File: src/sv/cxyz_pkg.sv
`timescale 1ns / 1ps
// ----------------------------------------------------------------------------
// cxyz_pkg
// shared constants, beat types and the cie 1931 2-degree matching table
// (unsigned q1.14, 5 nm rows from 380 nm) for the color matching interpolator
// ----------------------------------------------------------------------------
package cxyz_pkg;

  localparam int DEF_TABLE_ENTRIES = 81;
  localparam int ROM_ROWS          = 128;
  localparam int ROM_AW            = $clog2(ROM_ROWS);
  localparam int WL_W              = 16;
  localparam int W_W               = 15;
  localparam int R_W               = 7;
  localparam int NCH               = 3;
  localparam int BASE_Q4           = 6080;
  localparam int STEP_Q4           = 80;
  localparam int SUM_W             = 22;

  typedef logic [NCH-1:0][W_W-1:0] xyz_t;

  typedef struct packed {
    logic              valid;
    logic [ROM_AW-1:0] idx;
    logic [R_W-1:0]    frac;
    logic              covered;
    logic              last;
  } idx_beat_t;

  typedef struct packed {
    logic           valid;
    xyz_t           lo;
    xyz_t           hi;
    logic [R_W-1:0] frac;
    logic           covered;
    logic           last;
  } row_beat_t;

  function automatic xyz_t xyz(input logic [W_W-1:0] x, input logic [W_W-1:0] y,
                               input logic [W_W-1:0] z);
    xyz_t v;
    v[0] = x;
    v[1] = y;
    v[2] = z;
    return v;
  endfunction

  // rows past the tabulated points read as zero
  function automatic xyz_t cmf_row(input logic [ROM_AW-1:0] a);
    xyz_t v;
    case (a)
      7'd0:  v = xyz(15'd23, 15'd0, 15'd106);
      7'd1:  v = xyz(15'd36, 15'd2, 15'd172);
      7'd2:  v = xyz(15'd69, 15'd2, 15'd329);
      7'd3:  v = xyz(15'd125, 15'd3, 15'd593);
      7'd4:  v = xyz(15'd234, 15'd7, 15'd1112);
      7'd5:  v = xyz(15'd380, 15'd10, 15'd1806);
      7'd6:  v = xyz(15'd713, 15'd20, 15'd3398);
      7'd7:  v = xyz(15'd1271, 15'd36, 15'd6083);
      7'd8:  v = xyz(15'd2202, 15'd66, 15'd10578);
      7'd9:  v = xyz(15'd3519, 15'd120, 15'd17025);
      7'd10: v = xyz(15'd4651, 15'd190, 15'd22702);
      7'd11: v = xyz(15'd5382, 15'd275, 15'd26591);
      7'd12: v = xyz(15'd5707, 15'd377, 15'd28624);
      7'd13: v = xyz(15'd5703, 15'd488, 15'd29206);
      7'd14: v = xyz(15'd5508, 15'd623, 15'd29034);
      7'd15: v = xyz(15'd5222, 15'd786, 15'd28575);
      7'd16: v = xyz(15'd4764, 15'd983, 15'd27348);
      7'd17: v = xyz(15'd4114, 15'd1211, 15'd25036);
      7'd18: v = xyz(15'd3201, 15'd1491, 15'd21096);
      7'd19: v = xyz(15'd2328, 15'd1845, 15'd17070);
      7'd20: v = xyz(15'd1566, 15'd2277, 15'd13320);
      7'd21: v = xyz(15'd950, 15'd2774, 15'd10096);
      7'd22: v = xyz(15'd524, 15'd3408, 15'd7622);
      7'd23: v = xyz(15'd241, 15'd4237, 15'd5788);
      7'd24: v = xyz(15'd80, 15'd5292, 15'd4456);
      7'd25: v = xyz(15'd39, 15'd6673, 15'd3478);
      7'd26: v = xyz(15'd152, 15'd8241, 15'd2592);
      7'd27: v = xyz(15'd477, 15'd9965, 15'd1830);
      7'd28: v = xyz(15'd1037, 15'd11633, 15'd1281);
      7'd29: v = xyz(15'd1796, 15'd12996, 15'd939);
      7'd30: v = xyz(15'd2712, 15'd14123, 15'd691);
      7'd31: v = xyz(15'd3698, 15'd14990, 15'd488);
      7'd32: v = xyz(15'd4758, 15'd15630, 15'd333);
      7'd33: v = xyz(15'd5893, 15'd16061, 15'd220);
      7'd34: v = xyz(15'd7101, 15'd16302, 15'd143);
      7'd35: v = xyz(15'd8390, 15'd16384, 15'd93);
      7'd36: v = xyz(15'd9740, 15'd16302, 15'd64);
      7'd37: v = xyz(15'd11115, 15'd16033, 15'd44);
      7'd38: v = xyz(15'd12486, 15'd15598, 15'd34);
      7'd39: v = xyz(15'd13804, 15'd14998, 15'd29);
      7'd40: v = xyz(15'd15013, 15'd14254, 15'd28);
      7'd41: v = xyz(15'd16033, 15'd13374, 15'd23);
      7'd42: v = xyz(15'd16815, 15'd12403, 15'd18);
      7'd43: v = xyz(15'd17313, 15'd11385, 15'd16);
      7'd44: v = xyz(15'd17403, 15'd10338, 15'd13);
      7'd45: v = xyz(15'd17131, 15'd9286, 15'd10);
      7'd46: v = xyz(15'd16427, 15'd8241, 15'd5);
      7'd47: v = xyz(15'd15375, 15'd7229, 15'd3);
      7'd48: v = xyz(15'd13998, 15'd6242, 15'd3);
      7'd49: v = xyz(15'd12311, 15'd5259, 15'd2);
      7'd50: v = xyz(15'd10525, 15'd4342, 15'd0);
      7'd51: v = xyz(15'd8878, 15'd3555, 15'd0);
      7'd52: v = xyz(15'd7338, 15'd2867, 15'd0);
      7'd53: v = xyz(15'd5911, 15'd2264, 15'd0);
      7'd54: v = xyz(15'd4645, 15'd1753, 15'd0);
      7'd55: v = xyz(15'd3583, 15'd1337, 15'd0);
      7'd56: v = xyz(15'd2702, 15'd999, 15'd0);
      7'd57: v = xyz(15'd1986, 15'd731, 15'd0);
      7'd58: v = xyz(15'd1432, 15'd524, 15'd0);
      7'd59: v = xyz(15'd1042, 15'd380, 15'd0);
      7'd60: v = xyz(15'd767, 15'd279, 15'd0);
      7'd61: v = xyz(15'd539, 15'd195, 15'd0);
      7'd62: v = xyz(15'd372, 15'd134, 15'd0);
      7'd63: v = xyz(15'd259, 15'd93, 15'd0);
      7'd64: v = xyz(15'd187, 15'd67, 15'd0);
      7'd65: v = xyz(15'd133, 15'd48, 15'd0);
      7'd66: v = xyz(15'd95, 15'd34, 15'd0);
      7'd67: v = xyz(15'd67, 15'd25, 15'd0);
      7'd68: v = xyz(15'd48, 15'd16, 15'd0);
      7'd69: v = xyz(15'd33, 15'd11, 15'd0);
      7'd70: v = xyz(15'd23, 15'd8, 15'd0);
      7'd71: v = xyz(15'd16, 15'd7, 15'd0);
      7'd72: v = xyz(15'd11, 15'd3, 15'd0);
      7'd73: v = xyz(15'd8, 15'd3, 15'd0);
      7'd74: v = xyz(15'd5, 15'd2, 15'd0);
      7'd75: v = xyz(15'd3, 15'd2, 15'd0);
      7'd76: v = xyz(15'd3, 15'd2, 15'd0);
      7'd77: v = xyz(15'd2, 15'd0, 15'd0);
      7'd78: v = xyz(15'd2, 15'd0, 15'd0);
      7'd79: v = xyz(15'd2, 15'd0, 15'd0);
      default: v = xyz(15'd0, 15'd0, 15'd0);
    endcase
    return v;
  endfunction

endpackage

File: src/sv/cxyz_lerp.sv
`timescale 1ns / 1ps
// ----------------------------------------------------------------------------
// cxyz_lerp
// weighted sum of the two rows, then truncating divide by the 80-unit step
// ----------------------------------------------------------------------------
module cxyz_lerp import cxyz_pkg::*; (
  input  logic      clk,
  input  logic      rst_n,
  input  row_beat_t row_beat,
  output logic      out_valid,
  output xyz_t      weights,
  output logic      covered,
  output logic      last_out
);

  localparam int SH_W   = SUM_W - 4;
  localparam int RCP_SH = 20;
  localparam int RCP5   = 209716;
  localparam int MUL_W  = SH_W + RCP_SH;

  logic [R_W-1:0]               frac_c;
  logic [NCH-1:0][SUM_W-1:0]    sum_nxt;
  logic [NCH-1:0][SUM_W-1:0]    sum_r;
  logic                         valid_s_r;
  logic                         cov_s_r;
  logic                         last_s_r;
  logic [NCH-1:0][MUL_W-1:0]    prod;
  xyz_t                         w_nxt;
  xyz_t                         w_r;
  logic                         valid_o_r;
  logic                         cov_o_r;
  logic                         last_o_r;

  always_comb begin
    frac_c = R_W'(STEP_Q4) - row_beat.frac;
    for (int c = 0; c < NCH; c++) begin
      sum_nxt[c] = SUM_W'(row_beat.lo[c]) * SUM_W'(frac_c)
                 + SUM_W'(row_beat.hi[c]) * SUM_W'(row_beat.frac);
    end
  end

  // divide by 16 by shift, by 5 through the reciprocal (exact below 2^18)
  always_comb begin
    for (int c = 0; c < NCH; c++) begin
      prod[c]  = MUL_W'(sum_r[c][SUM_W-1:4]) * MUL_W'(RCP5);
      w_nxt[c] = cov_s_r ? prod[c][RCP_SH +: W_W] : '0;
    end
  end

  always_ff @(posedge clk) begin
    sum_r     <= sum_nxt;
    cov_s_r   <= row_beat.covered;
    last_s_r  <= row_beat.last;
    w_r       <= w_nxt;
    cov_o_r   <= cov_s_r;
    last_o_r  <= last_s_r;
    if (!rst_n) begin
      valid_s_r <= 1'b0;
      valid_o_r <= 1'b0;
    end else begin
      valid_s_r <= row_beat.valid;
      valid_o_r <= valid_s_r;
    end
  end

  assign out_valid = valid_o_r;
  assign weights   = w_r;
  assign covered   = cov_o_r;
  assign last_out  = last_o_r;

endmodule

File: config.mk
export PLATFORM = sky130hd
export DESIGN_NAME = cxyz_lerp
export DESIGN_NICKNAME = d
export VERILOG_FILES = /design/src/sv/cxyz_pkg.sv /design/src/sv/cxyz_lerp.sv
export SDC_FILE = /design/constraint.sdc
export NUM_CORES = 2
export LEC_CHECK = 0
export BUFFER_PORTS_ARGS = -buffer_cell sky130_fd_sc_hd__buf_2
export CORE_UTILIZATION = 60
export CTS_BUF_LIST = sky130_fd_sc_hd__clkbuf_8
export CTS_CLUSTER_SIZE = 28
export DETAILED_ROUTE_END_ITERATION = 6
export GPL_ROUTABILITY_DRIVEN = 0
export MAX_ROUTING_LAYER = met4
export PLACE_DENSITY = 0.81
export SLEW_MARGIN = 20
export SYNTH_ARGS = -nofsm -noshare
export SYNTH_HDL_FRONTEND = slang
export SYNTH_SLANG_ARGS = --single-unit
File: constraint.sdc
create_clock -name clk -period 8.7 [get_ports clk]
set_input_delay 1.74 -clock clk [delete_from_list [all_inputs] [get_ports clk]]
set_output_delay 1.74 -clock clk [all_outputs]
set_load 0.02 [all_outputs]
==> results.sh <==
export IMPL_drive_above_1_share_pct=5.94
export IMPL_antenna_left=0
export IMPL_synthFlopType="dfxtp_1"
export IMPL_postCtsSetupRepairBufs=0
export IMPL_synth_seq_cells=105
export IMPL_antenna_found_initial=14
export IMPL_finalSetupTns_ps=0
export IMPL_wl_per_cell_um=17.6
export IMPL_violations="DRC"
export IMPL_first_global_vias=28011
export IMPL_cpPeakStageDelay_ps=500
export IMPL_async_reset_ff_share_pct=0
export IMPL_initial_core_util_pct=60.8
export IMPL_max_slew_margin_pct=51.0
export IMPL_grt_pass1_wl_mm=139
export IMPL_worstSetupPathDepth=25
export IMPL_avgSynthCellArea_sq_um=9.57
export IMPL_clock_latency_ps=470
export IMPL_grt_max_degree=57
export IMPL_cts_buffers=9
export IMPL_synth_area_sq_um=35900
export IMPL_max_cap_violations=0
export IMPL_synth_edff_count=0
export IMPL_hpwl_mm=71.3
export IMPL_synth_area_leaders="fa_1 (43%), ha_1 (21%), inv_1 (11%)"
export IMPL_holdCritPathClass="reg -> reg"
export IMPL_cp_end_kind="flop"
export IMPL_fp_dieArea_sq_um=60800
export IMPL_outcome="complete, but fails checks"
export IMPL_crit_type="in -> reg"
export IMPL_worst_slew_pin_slew_ps=736
export IMPL_synth_fp_nets=5220
export IMPL_arrival_ps=8470
export IMPL_cts_tree="built"
export IMPL_setup_slack_ps=565
export IMPL_yosysSeqAreaShare_pct=5.86
export IMPL_path_common_cell="fa_1"
export IMPL_dpl_cell_area_sq_um=37600
export IMPL_drv_slew=0
export IMPL_portBuffers=149
export IMPL_track_usage_pct=30.0
export IMPL_rrSetupSlack_ps=2790
export IMPL_cp_startpoint="row_beat[2]"
export IMPL_htreeDepth=3
export IMPL_drc=1
export IMPL_r2r_start="sum_r[38]$_DFF_P_"
export IMPL_path_delay_family="adder cells"
export IMPL_grt_ovfl_total=0
export IMPL_finalHoldViolCount=0
export IMPL_critPathSlowestCell="nor3_1"
export IMPL_syn_to_final_growth_pct=5.51
export IMPL_finClkSkew_ps=34.6
export IMPL_setup_viol=0
export IMPL_clk_pin_slew_worst_paths_ps=130
export IMPL_synth_area_leader_cell="fa_1"
export IMPL_wl_mm=82.1
export IMPL_clock_sinks=105
export IMPL_path_buf_inv=6
export IMPL_viasPerCell=5.40
export IMPL_dp_slack_ps=-28.0
export IMPL_finalCriticalPeriod_ps=8140
export IMPL_io_pins=150
export IMPL_final_nets=5337
export IMPL_finalInstanceArea_sq_um=37900
export IMPL_cts_buffer_depth=2
export IMPL_synth_distinct_cells=63
export IMPL_cts_hold_buf=0
export IMPL_fp_dieH_um=247
export IMPL_synth_top_area_share_pct=43.2
export IMPL_core_sq_um=59000
export IMPL_ys_warn_count=0
export IMPL_regToRegEndpoint="weights[22]$_SDFF_PN0_"
export IMPL_ff2ff_path_depth=20
export IMPL_die_w_um=247
export IMPL_drtIter0Drc=1553
export IMPL_rows=89
export IMPL_crit_fanout=32
export IMPL_rsz0062_at_grt="false"
export IMPL_netlist_instances=3752
export IMPL_crit_path_end="sum_r[20]$_DFF_P_"
export IMPL_clockRootBuffer="clkbuf_8"
export IMPL_cts_resized=0
export IMPL_fin_crit_sh_pct=93.5
export IMPL_min_delay_start="last_s_r$_DFF_P_"
export IMPL_max_freq_mhz=123
export IMPL_first_pass_iters=7
export IMPL_start_kind="input pin"
export IMPL_num_vias=25198
export IMPL_worst_ep_required_time_ps=9040
[cell type report]
cell class | instances | area [sq um]
tap | 773 | 967
multi-input combinational | 2545 | 29700
fill | 4803 | 21200
clock inverter | 7 | 86.3
antenna | 18 | 45.0
inverter | 1033 | 3880
clock buffer | 9 | 124
timing repair buffer | 175 | 953
sequential | 105 | 2100
[cells by family after synthesis]
logic type	after synthesis	synth area share [%]
AOI/OAI and AO/OA	212	4.13
DFF	105	5.86
and+or+nand+nor	856	12.0
adders and majority gates	1366	63.8
buffers and inverters	1102	11.5
xor gates and xnor gates	111	2.71
[how the worst min path moves through the flow]
stage	endpoint	cells after the start	slack, ps
after CTS	last_out$_DFF_P_	0	340
after detailed placement	last_out$_DFF_P_	0	310
after global routing	last_out$_DFF_P_	0	350
after global placement	last_out$_DFF_P_	0	310
final	last_out$_DFF_P_	0	340
after floorplan	last_out$_DFF_P_	0	310
[metrics by stage]
stage / cells / utilization (%) / hold WS (ps)
2_1_floorplan: 3752 / - / 310
3_3_place_gp: 4631 / 63.7 / 312
3_5_place_dp: 4631 / 63.7 / 314
4_1_cts: 4647 / 64.1 / 344
5_1_grt: 4661 / 64.1 / 353
6_report: 4665 / 64.2 / 342
[layout by cell type, fill, tap and decap left out, types with 3 or more instances in the layout]
cell type  count
xnor2_1       79
o21ai_0       24
xnor2_2        3
a31oi_1        8
a21oi_1       63
clkbuf_8       9
dfxtp_1      105
buf_2        149
or2_2          7
clkinv_8       3
o31a_1         3
o31ai_2        4
o21a_1        11
o21ai_1        6
and4_1         7
or3_1          4
nor2b_1       12
diode_2       18
a21o_1        38
and2_1       322
nand2b_1       6
ha_1         592
nor3_1        28
buf_4         25
o211ai_1       3
a211oi_1       4
fa_1         774
xor2_1        27
and3_1        10
inv_1       1033
nor2_1        71
nand3_1       24
a21oi_2        3
nand2_1      345
nor3b_1        4
nand4_1        9
o21bai_1      10
a31o_2         5
[synthesized netlist by cell type, types with 3 or more instances]
| library cell | instances |
|---|---|
| a21o_1 | 38 |
| nand2b_1 | 6 |
| and2_1 | 322 |
| nand4_1 | 9 |
| o31ai_2 | 4 |
| a211oi_1 | 4 |
| or2_2 | 7 |
| o21ai_1 | 6 |
| nor3_1 | 28 |
| a31oi_1 | 8 |
| or3_1 | 4 |
| and4_1 | 7 |
| a21oi_2 | 3 |
| nor2b_1 | 12 |
| xor2_1 | 28 |
| a31o_2 | 5 |
| o31a_1 | 3 |
| nand3_1 | 24 |
| fa_1 | 774 |
| nand2_1 | 345 |
| nor2_1 | 71 |
| o21bai_1 | 10 |
| dfxtp_1 | 105 |
| o21ai_0 | 24 |
| ha_1 | 592 |
| o211ai_1 | 3 |
| nor3b_1 | 4 |
| xnor2_1 | 83 |
| clkbuf_1 | 69 |
| inv_1 | 1033 |
| and3_1 | 10 |
| o21a_1 | 11 |
| a21oi_1 | 63 |
[layer usage]
metal	part of all wire, %	vias up	routed length (um)	GRT usage [%]
met5	0	-	0	-
met4	2.2	0	1820	7.79
met3	7.0	132	5780	4.43
met2	50	806	40700	50.4
met1	41	12808	33800	38.0
li1	-	11452	-	-
[sequential cells by signal, indices dropped and copies added, names as in the netlist]
name and flops:
sum_r 54, weights 45, out_valid 1, covered 1, last_out 1, cov_s_r 1
valid_s_r 1, last_s_r 1
Power is left out: the tool's default activity adds up to more than one toggle a clock period on the data nets, which glitch-free logic cannot reach.
