==> config.mk <==
export PLATFORM = sky130hd
export DESIGN_NAME = cxyz_index
export DESIGN_NICKNAME = d
export VERILOG_FILES = /design/src/sv/cxyz_pkg.sv /design/src/sv/cxyz_index.sv
export SDC_FILE = /design/constraint.sdc
export NUM_CORES = 1
export LEC_CHECK = 0
export ABC_AREA = 1
export BUFFER_PORTS_ARGS = -buffer_cell sky130_fd_sc_hd__buf_2
export CORE_MARGIN = 10
export CORE_UTILIZATION = 25
export CTS_CLUSTER_DIAMETER = 40
export DETAILED_ROUTE_END_ITERATION = 16
export PLACE_DENSITY = 0.47
export SKIP_CTS_REPAIR_TIMING = 1
export SLEW_MARGIN = 10
export SYNTH_ARGS = -nofsm -noshare
export SYNTH_HDL_FRONTEND = slang
export SYNTH_SLANG_ARGS = --single-unit
==> constraint.sdc <==
create_clock -name clk -period 15.3 [get_ports clk]
set_input_delay 3.06 -clock clk [delete_from_list [all_inputs] [get_ports clk]]
set_output_delay 3.06 -clock clk [all_outputs]
set_load 0.05 [all_outputs]
==> src/sv/cxyz_pkg.sv <==
`timescale 1ns / 1ps
// ----------------------------------------------------------------------------
// cxyz_pkg
// shared constants, beat types and the cie 1931 2-degree matching table
// (unsigned q1.14, 5 nm rows from 380 nm) for the color matching interpolator
// ----------------------------------------------------------------------------
package cxyz_pkg;

  localparam int DEF_TABLE_ENTRIES = 81;
  localparam int ROM_ROWS          = 128;
  localparam int ROM_AW            = $clog2(ROM_ROWS);
  localparam int WL_W              = 16;
  localparam int W_W               = 15;
  localparam int R_W               = 7;
  localparam int NCH               = 3;
  localparam int BASE_Q4           = 6080;
  localparam int STEP_Q4           = 80;
  localparam int SUM_W             = 22;

  typedef logic [NCH-1:0][W_W-1:0] xyz_t;

  typedef struct packed {
    logic              valid;
    logic [ROM_AW-1:0] idx;
    logic [R_W-1:0]    frac;
    logic              covered;
    logic              last;
  } idx_beat_t;

  typedef struct packed {
    logic           valid;
    xyz_t           lo;
    xyz_t           hi;
    logic [R_W-1:0] frac;
    logic           covered;
    logic           last;
  } row_beat_t;

  function automatic xyz_t xyz(input logic [W_W-1:0] x, input logic [W_W-1:0] y,
                               input logic [W_W-1:0] z);
    xyz_t v;
    v[0] = x;
    v[1] = y;
    v[2] = z;
    return v;
  endfunction

  // rows past the tabulated points read as zero
  function automatic xyz_t cmf_row(input logic [ROM_AW-1:0] a);
    xyz_t v;
    case (a)
      7'd0:  v = xyz(15'd23, 15'd0, 15'd106);
      7'd1:  v = xyz(15'd36, 15'd2, 15'd172);
      7'd2:  v = xyz(15'd69, 15'd2, 15'd329);
      7'd3:  v = xyz(15'd125, 15'd3, 15'd593);
      7'd4:  v = xyz(15'd234, 15'd7, 15'd1112);
      7'd5:  v = xyz(15'd380, 15'd10, 15'd1806);
      7'd6:  v = xyz(15'd713, 15'd20, 15'd3398);
      7'd7:  v = xyz(15'd1271, 15'd36, 15'd6083);
      7'd8:  v = xyz(15'd2202, 15'd66, 15'd10578);
      7'd9:  v = xyz(15'd3519, 15'd120, 15'd17025);
      7'd10: v = xyz(15'd4651, 15'd190, 15'd22702);
      7'd11: v = xyz(15'd5382, 15'd275, 15'd26591);
      7'd12: v = xyz(15'd5707, 15'd377, 15'd28624);
      7'd13: v = xyz(15'd5703, 15'd488, 15'd29206);
      7'd14: v = xyz(15'd5508, 15'd623, 15'd29034);
      7'd15: v = xyz(15'd5222, 15'd786, 15'd28575);
      7'd16: v = xyz(15'd4764, 15'd983, 15'd27348);
      7'd17: v = xyz(15'd4114, 15'd1211, 15'd25036);
      7'd18: v = xyz(15'd3201, 15'd1491, 15'd21096);
      7'd19: v = xyz(15'd2328, 15'd1845, 15'd17070);
      7'd20: v = xyz(15'd1566, 15'd2277, 15'd13320);
      7'd21: v = xyz(15'd950, 15'd2774, 15'd10096);
      7'd22: v = xyz(15'd524, 15'd3408, 15'd7622);
      7'd23: v = xyz(15'd241, 15'd4237, 15'd5788);
      7'd24: v = xyz(15'd80, 15'd5292, 15'd4456);
      7'd25: v = xyz(15'd39, 15'd6673, 15'd3478);
      7'd26: v = xyz(15'd152, 15'd8241, 15'd2592);
      7'd27: v = xyz(15'd477, 15'd9965, 15'd1830);
      7'd28: v = xyz(15'd1037, 15'd11633, 15'd1281);
      7'd29: v = xyz(15'd1796, 15'd12996, 15'd939);
      7'd30: v = xyz(15'd2712, 15'd14123, 15'd691);
      7'd31: v = xyz(15'd3698, 15'd14990, 15'd488);
      7'd32: v = xyz(15'd4758, 15'd15630, 15'd333);
      7'd33: v = xyz(15'd5893, 15'd16061, 15'd220);
      7'd34: v = xyz(15'd7101, 15'd16302, 15'd143);
      7'd35: v = xyz(15'd8390, 15'd16384, 15'd93);
      7'd36: v = xyz(15'd9740, 15'd16302, 15'd64);
      7'd37: v = xyz(15'd11115, 15'd16033, 15'd44);
      7'd38: v = xyz(15'd12486, 15'd15598, 15'd34);
      7'd39: v = xyz(15'd13804, 15'd14998, 15'd29);
      7'd40: v = xyz(15'd15013, 15'd14254, 15'd28);
      7'd41: v = xyz(15'd16033, 15'd13374, 15'd23);
      7'd42: v = xyz(15'd16815, 15'd12403, 15'd18);
      7'd43: v = xyz(15'd17313, 15'd11385, 15'd16);
      7'd44: v = xyz(15'd17403, 15'd10338, 15'd13);
      7'd45: v = xyz(15'd17131, 15'd9286, 15'd10);
      7'd46: v = xyz(15'd16427, 15'd8241, 15'd5);
      7'd47: v = xyz(15'd15375, 15'd7229, 15'd3);
      7'd48: v = xyz(15'd13998, 15'd6242, 15'd3);
      7'd49: v = xyz(15'd12311, 15'd5259, 15'd2);
      7'd50: v = xyz(15'd10525, 15'd4342, 15'd0);
      7'd51: v = xyz(15'd8878, 15'd3555, 15'd0);
      7'd52: v = xyz(15'd7338, 15'd2867, 15'd0);
      7'd53: v = xyz(15'd5911, 15'd2264, 15'd0);
      7'd54: v = xyz(15'd4645, 15'd1753, 15'd0);
      7'd55: v = xyz(15'd3583, 15'd1337, 15'd0);
      7'd56: v = xyz(15'd2702, 15'd999, 15'd0);
      7'd57: v = xyz(15'd1986, 15'd731, 15'd0);
      7'd58: v = xyz(15'd1432, 15'd524, 15'd0);
      7'd59: v = xyz(15'd1042, 15'd380, 15'd0);
      7'd60: v = xyz(15'd767, 15'd279, 15'd0);
      7'd61: v = xyz(15'd539, 15'd195, 15'd0);
      7'd62: v = xyz(15'd372, 15'd134, 15'd0);
      7'd63: v = xyz(15'd259, 15'd93, 15'd0);
      7'd64: v = xyz(15'd187, 15'd67, 15'd0);
      7'd65: v = xyz(15'd133, 15'd48, 15'd0);
      7'd66: v = xyz(15'd95, 15'd34, 15'd0);
      7'd67: v = xyz(15'd67, 15'd25, 15'd0);
      7'd68: v = xyz(15'd48, 15'd16, 15'd0);
      7'd69: v = xyz(15'd33, 15'd11, 15'd0);
      7'd70: v = xyz(15'd23, 15'd8, 15'd0);
      7'd71: v = xyz(15'd16, 15'd7, 15'd0);
      7'd72: v = xyz(15'd11, 15'd3, 15'd0);
      7'd73: v = xyz(15'd8, 15'd3, 15'd0);
      7'd74: v = xyz(15'd5, 15'd2, 15'd0);
      7'd75: v = xyz(15'd3, 15'd2, 15'd0);
      7'd76: v = xyz(15'd3, 15'd2, 15'd0);
      7'd77: v = xyz(15'd2, 15'd0, 15'd0);
      7'd78: v = xyz(15'd2, 15'd0, 15'd0);
      7'd79: v = xyz(15'd2, 15'd0, 15'd0);
      default: v = xyz(15'd0, 15'd0, 15'd0);
    endcase
    return v;
  endfunction

endpackage

==> src/sv/cxyz_index.sv <==
`timescale 1ns / 1ps
// ----------------------------------------------------------------------------
// cxyz_index
// range check and split of the wavelength into table row and 1/16 nm offset
// ----------------------------------------------------------------------------
module cxyz_index import cxyz_pkg::*; #(
  parameter int TABLE_ENTRIES = DEF_TABLE_ENTRIES
) (
  input  logic            clk,
  input  logic            rst_n,
  input  logic            beat_in,
  input  logic [WL_W-1:0] wavelength_nm,
  input  logic            last_in,
  output idx_beat_t       idx_beat
);

  localparam int SPAN   = (TABLE_ENTRIES - 1) * STEP_Q4;
  localparam int D_W    = 14;
  localparam int DH_W   = D_W - 4;
  localparam int RCP5   = 205;
  localparam int PROD_W = DH_W + 8;

  logic [WL_W-1:0]   d;
  logic              in_range;
  logic [DH_W-1:0]   dh;
  logic [PROD_W-1:0] prod;
  logic [ROM_AW-1:0] q;
  logic [D_W-1:0]    rem;
  idx_beat_t         beat_r, beat_nxt;

  always_comb begin
    d        = wavelength_nm - WL_W'(BASE_Q4);
    in_range = (wavelength_nm >= WL_W'(BASE_Q4)) && (32'(d) < SPAN);
    dh       = d[D_W-1:4];
    // floor(dh / 5) for dh below 640
    prod     = PROD_W'(dh) * PROD_W'(RCP5);
    q        = prod[PROD_W-2 -: ROM_AW];
    rem      = d[D_W-1:0] - D_W'(q) * D_W'(STEP_Q4);
    beat_nxt.valid   = beat_in;
    beat_nxt.idx     = in_range ? q : '0;
    beat_nxt.frac    = in_range ? rem[R_W-1:0] : '0;
    beat_nxt.covered = in_range;
    beat_nxt.last    = last_in;
  end

  always_ff @(posedge clk) begin
    if (!rst_n) begin
      beat_r <= '0;
    end else begin
      beat_r <= beat_nxt;
    end
  end

  assign idx_beat = beat_r;

endmodule

==> results of run 1 <==
[cell type report]
| class | instances | area, um2 |
|---|---|---|
| fillers | 986 | 6137 |
| multi-input cells | 211 | 1685 |
| flip-flops and latches | 17 | 340.3 |
| inverters | 63 | 239.0 |
| repair buffers | 36 | 180.2 |
| well taps | 108 | 135.1 |
| clock buffers | 3 | 41.29 |
| clock inverters | 1 | 5.005 |
[cell usage in the layout, fill, tap and decap left out]
cell type	Yosys	layout
nand2_4	1	1
nor2_4	1	1
nand2_1	50	50
o21ai_2	1	1
clkbuf_8	0	3
inv_4	1	1
nand3_2	2	2
nor2_1	36	36
nand3_4	1	1
inv_2	1	1
nor3_4	1	1
buf_2	0	36
fa_1	16	16
nand3b_1	1	1
xnor2_1	3	3
inv_1	61	61
clkinv_2	0	1
ha_1	44	44
a21oi_1	11	11
a21oi_2	1	1
nand2_2	1	1
o21ai_0	5	5
o21bai_1	2	2
nand4_1	2	2
xor2_2	3	3
nand4_2	1	1
a31o_2	1	1
xor2_1	10	10
dfxtp_1	17	17
a21o_1	3	3
nand3_1	12	12
nor3_1	2	2
[path summary, 6_finish.rpt]
| check | startpoint | endpoint | cells after the start |
|---|---|---|---|
| setup / recovery | wavelength_nm[6] | idx_beat[8] | 26 |
| hold / removal | beat_in | idx_beat[16] | 3 |
[power by group]
part / internal (W) / total [W] / switching [W]
Clock: 0.0000180 / 0.0000327 / 0.0000147
Sequential: 0.0000488 / 0.0000497 / 0.000000880
Combinational: 0.000118 / 0.000323 / 0.000205
[per-layer routing]
layer / up-vias / track usage / share of wire
met3: 2 / 0.02292 / 0.050
met5: - / 0 / 0
met4: 0 / 0.007426 / 0.0029
li1: 982 / - / -
met2: 19 / 0.1445 / 0.50
met1: 804 / 0.09415 / 0.44
[per-stage QoR]
| step | instances | setup WS [ns] | area, um2 | power, W |
|---|---|---|---|---|
| detailed placement | 435 | 7.327 | 2580 | 0.0003736 |
| finish | 439 | 7.644 | 2626 | 0.0004058 |
| global route | 439 | 7.243 | 2626 | 0.0004644 |
| floorplan | 291 | 8.079 | 2265 | 0.0003080 |
| global placement | 435 | 7.391 | 2580 | 0.0003752 |
| CTS | 439 | 7.600 | 2626 | 0.0004111 |
[kinds of logic (layout without fill, tap and decap cells)]
logic type,count (synthesis),after routing
compound gates,24,24
xor+xnor,16,16
fa+ha+maj,60,60
buf+inv,63,103
flops,17,17
simple gates,111,111
==> flow_summary.json, run 1 <==
{
  "status": "finished, final reports clean",
  "dr.first_iter.drc_count": 18,
  "clk_path_buf_depth": 2,
  "drv_cap": 0,
  "async_flop_share": 0,
  "slowest_delay_ns": 0.53,
  "cp_max_fo": 6,
  "dp_hpwl_um": 4652,
  "first_pass_iters": 4,
  "ys_warn_count": 0,
  "grt_usage": 0.07991,
  "wl_per_cell_um": 11.61,
  "clkTransAtPathRegs_ns": 0.07,
  "grt_max_degree": 11,
  "grt_pass1_wl_um": 8707,
  "synthTopCellsByCount": "inv_1, nand2_1, ha_1, nor2_1, dfxtp_1",
  "setup_viol": 0,
  "htreeDepth": 1,
  "start_util": 0.2584,
  "crit_family": "adder cells",
  "avgSynthCellArea_um2": 7.782,
  "synth_area_leaders": "ha_1, dfxtp_1, fa_1, inv_1, nand2_1",
  "diodes": 0,
  "synthSimpleGateAreaFrac": 0.2243,
  "antenna_found_initial": 0,
  "drt_wl_total_um": 5095,
  "synth_top_area_share": 0.2431,
  "drive_gt1_frac": 0.1692,
  "yosysMostFrequentCell": "inv_1",
  "leakage_nw": 1.523,
  "synth_cells": 291,
  "final-hold-violation-count": 0,
  "rows": 34,
  "hp-class": "primary input to flop",
  "drc_errors": 0,
  "coreArea_mm2": 0.008763,
  "grt_pass1_vias": 1865,
  "setup_tns_ns": 0,
  "synth_top_cell_by_area": "ha_1",
  "synth_edf_count": 0,
  "rsz0062_at_grt": "no",
  "muxShareOfSynthArea": 0,
  "syn-cell-area_mm2": 0.002265,
  "synthXorXnorAreaFrac": 0.07182,
  "ys_types": 29,
  "syn_nets": 371,
  "max-slew-margin-rel": 0.7222,
  "cts_root_buf": "clkbuf_8",
  "worstMarginPinSlew_ns": 0.4164,
  "die_area_mm2": 0.01327,
  "maxSlewViolCount": 0,
  "seq_area_frac_synth": 0.1503,
  "port_buffers": 36,
  "num_vias": 1807,
  "largest_register_ff_count": 17,
  "final_core_util": 0.2997,
  "cellPowerDensity_mw_per_mm2": 154.5,
  "io_pins": 37,
  "holdWs_ns": 2.996,
  "cts_tree": "done",
  "end_kind": "flop",
  "slowest_stage": "fa_1",
  "worstSetupPathType": "primary input to flop",
  "path_buf_inv": 6,
  "synthFlopType": "dfxtp_1",
  "synthAdderAreaFrac": 0.3845,
  "ant_nets": 0,
  "fp.dieW_um": 115.2,
  "cp.arrival_ns": 7.80,
  "clock_sinks": 17,
  "cts_made_buffers": 3,
  "synth-compound-area-share": 0.06354,
  "cp-start-kind": "primary input",
  "syn_to_final_growth_pct": 15.97,
  "synth_top_family_by_area": "adder cells",
  "period_needed_ns": 7.656,
  "cp_common_cell": "nand2_1",
  "gp_congestion": 0.8378,
  "worstPathRequired_ns": 15.45,
  "fmax_mhz": 130.6,
  "grt-ovfl-total": 0,
  "via_per_inst": 4.116,
  "ys_ff_latch": 17,
  "ir_drop_mv": 0.05293,
  "finalCritPeriodShare": 0.5004,
  "fin_nets": 412,
  "die_h_um": 115.2
}
(Power assumes the default switching activity.)
==> run 2: changes to the inputs <==
ABC_AREA = 0   (was 1)
clock period = 7.7 ns   (was 15.3 ns; I/O delays follow)
==> flow_summary.json, run 2 <==
{
  "drv_cap": 0,
  "syn_to_final_growth_pct": 15.97,
  "diodes": 0,
  "grt-ovfl-total": 0,
  "cellPowerDensity_mw_per_mm2": 352.8,
  "port_buffers": 36,
  "clock_sinks": 17,
  "wl_per_cell_um": 12.39,
  "end_kind": "flop",
  "path_buf_inv": 3,
  "largest_register_ff_count": 17,
  "worstSetupPathType": "primary input to flop",
  "setup_ws_ns": 1.234,
  "finalCritPeriodShare": 0.8397,
  "fmax_mhz": 154.7,
  "cp_common_cell": "fa_1",
  "grt_max_degree": 16,
  "cp_cell_sequence": "buf_2, ha_1, nand2_1, xor2_1, xnor2_1, fa_1, inv_1, fa_1, fa_1, ha_1, a21oi_1, o221ai_2, a21oi_1, o21bai_1, xnor2_1, inv_1, fa_1, xnor2_1, xnor3_1, xor2_1, nor2_1",
  "ys_types": 38,
  "seq_area_frac_synth": 0.1592,
  "synthXorXnorAreaFrac": 0.1439,
  "gp_congestion": 0.8345,
  "io_pins": 37,
  "grt_pass1_vias": 1685,
  "coreArea_mm2": 0.008258,
  "ys_warn_count": 0,
  "leakage_nw": 1.327,
  "synthAdderAreaFrac": 0.4073,
  "synthFlopType": "dfxtp_1",
  "yosysMostFrequentCell": "ha_1",
  "placement.setup.worst_slack_ns": 0.9108,
  "rows": 33,
  "drc_errors": 0,
  "worstMarginPinSlew_ns": 0.7690,
  "cp-start-kind": "primary input",
  "rsz0062_at_grt": "no",
  "die_area_mm2": 0.01265,
  "cts_root_buf": "clkbuf_8",
  "ys_ff_latch": 17,
  "first_pass_iters": 4,
  "setup_tns_ns": 0,
  "die_h_um": 112.5,
  "grt_usage": 0.07477,
  "max-slew-margin-rel": 0.4837,
  "nFillCells": 912,
  "synth-compound-area-share": 0.09596,
  "final_core_util": 0.3003,
  "final_common_cell": "ha_1",
  "fp.dieW_um": 112.5,
  "cp.depth": 21,
  "synth_top_family_by_area": "adder cells",
  "synth_cells": 222,
  "whs_path_depth": 3,
  "via_per_inst": 4.181,
  "hp-class": "primary input to flop",
  "clk_path_buf_depth": 2,
  "syn-cell-area_mm2": 0.002138,
  "clkTransAtPathRegs_ns": 0.07,
  "syn_nets": 302,
  "drt_wl_total_um": 4523,
  "period_needed_ns": 6.466,
  "final-hold-violation-count": 0,
  "async_flop_share": 0,
  "slowest_delay_ns": 0.56,
  "synthSimpleGateAreaFrac": 0.1094,
  "grt_pass1_wl_um": 7845,
  "ff_latch_area_um2": 340.3,
  "htreeDepth": 1,
  "multi_input_area_mm2": 0.001628,
  "synth_area_leaders": "ha_1, dfxtp_1, fa_1, inv_1, xnor2_1",
  "dr.first_iter.drc_count": 12,
  "cts_made_buffers": 3,
  "avgSynthCellArea_um2": 9.632,
  "mostFrequentLayoutCells": "ha_1, inv_1, buf_2",
  "setup_viol": 0,
  "dp_hpwl_um": 4079,
  "ir_drop_mv": 0.1211,
  "muxShareOfSynthArea": 0.004681,
  "ant_nets": 0,
  "maxSlewViolCount": 0,
  "fin_nets": 341,
  "slowest_stage": "fa_1",
  "drive_gt1_frac": 0.1962,
  "synth_edf_count": 0,
  "synth_top_area_share": 0.2575,
  "cp_max_fo": 7,
  "cp.arrival_ns": 6.61,
  "cts_tree": "done",
  "synth_top_cell_by_area": "ha_1",
  "antenna_found_initial": 0,
  "worstPathRequired_ns": 7.84,
  "status": "finished, final reports clean",
  "crit_family": "adder cells",
  "start_util": 0.2589,
  "synthTopCellsByCount": "ha_1, inv_1, nor2_1, dfxtp_1, fa_1",
  "num_vias": 1526
}
==> run 2: power by group <==
part           switching, W  leakage [nW]  internal, W
clock network     0.0000299        0.0255    0.0000359
registers        0.00000199         0.138    0.0000985
logic              0.000384          1.16     0.000325
==> run 2: cell type report <==
class                      instances  area share
sequential                        17      0.1372
clock buffer                       3     0.01665
clock inverter                     1    0.002018
multi-input combinational        162      0.6564
inverter                          41     0.06206
timing repair buffer              36     0.07265
tap                              105     0.05298
==> run 2: per-layer routing <==
metal / vias up / track usage / routed length [um]
li1: 796 / - / -
met4: 0 / 0.01777 / 50
met2: 19 / 0.1329 / 2294
met1: 707 / 0.08901 / 2068
met5: - / 0 / 0
met3: 4 / 0.01597 / 110
==> run 2: cells by family (layout without fill, tap and decap cells) <==
group / Yosys count / count (layout)
AO/OA/AOI/OAI: 26 / 26
XOR/XNOR: 31 / 31
adder cells (fa/ha/maj): 60 / 60
buffers and inverters: 43 / 81
flip-flops: 17 / 17
multiplexers: 1 / 1
AND/OR/NAND/NOR: 44 / 44
==> run 2: final timing paths <==
kind / start / endpoint
max: wavelength_nm[6] / idx_beat[8]
min: wavelength_nm[1] / idx_beat[3]
==> run 2: per-stage QoR <==
stage | hold slack [ns] | total power [W] | cells | area, um2
after global placement | 1.749 | 0.0008208 | 361 | 2434
after CTS | 1.488 | 0.0008968 | 365 | 2480
after global routing | 1.479 | 0.0009938 | 365 | 2480
after detailed placement | 1.751 | 0.0008213 | 361 | 2434
after floorplan | 1.652 | 0.0006905 | 222 | 2138
final | 1.495 | 0.0008749 | 365 | 2480
==> run 2: tightest hold or removal path: stages <==
cell    delay (ns)
buf_2         0.09
inv_1         0.04
nor2_1        0.03
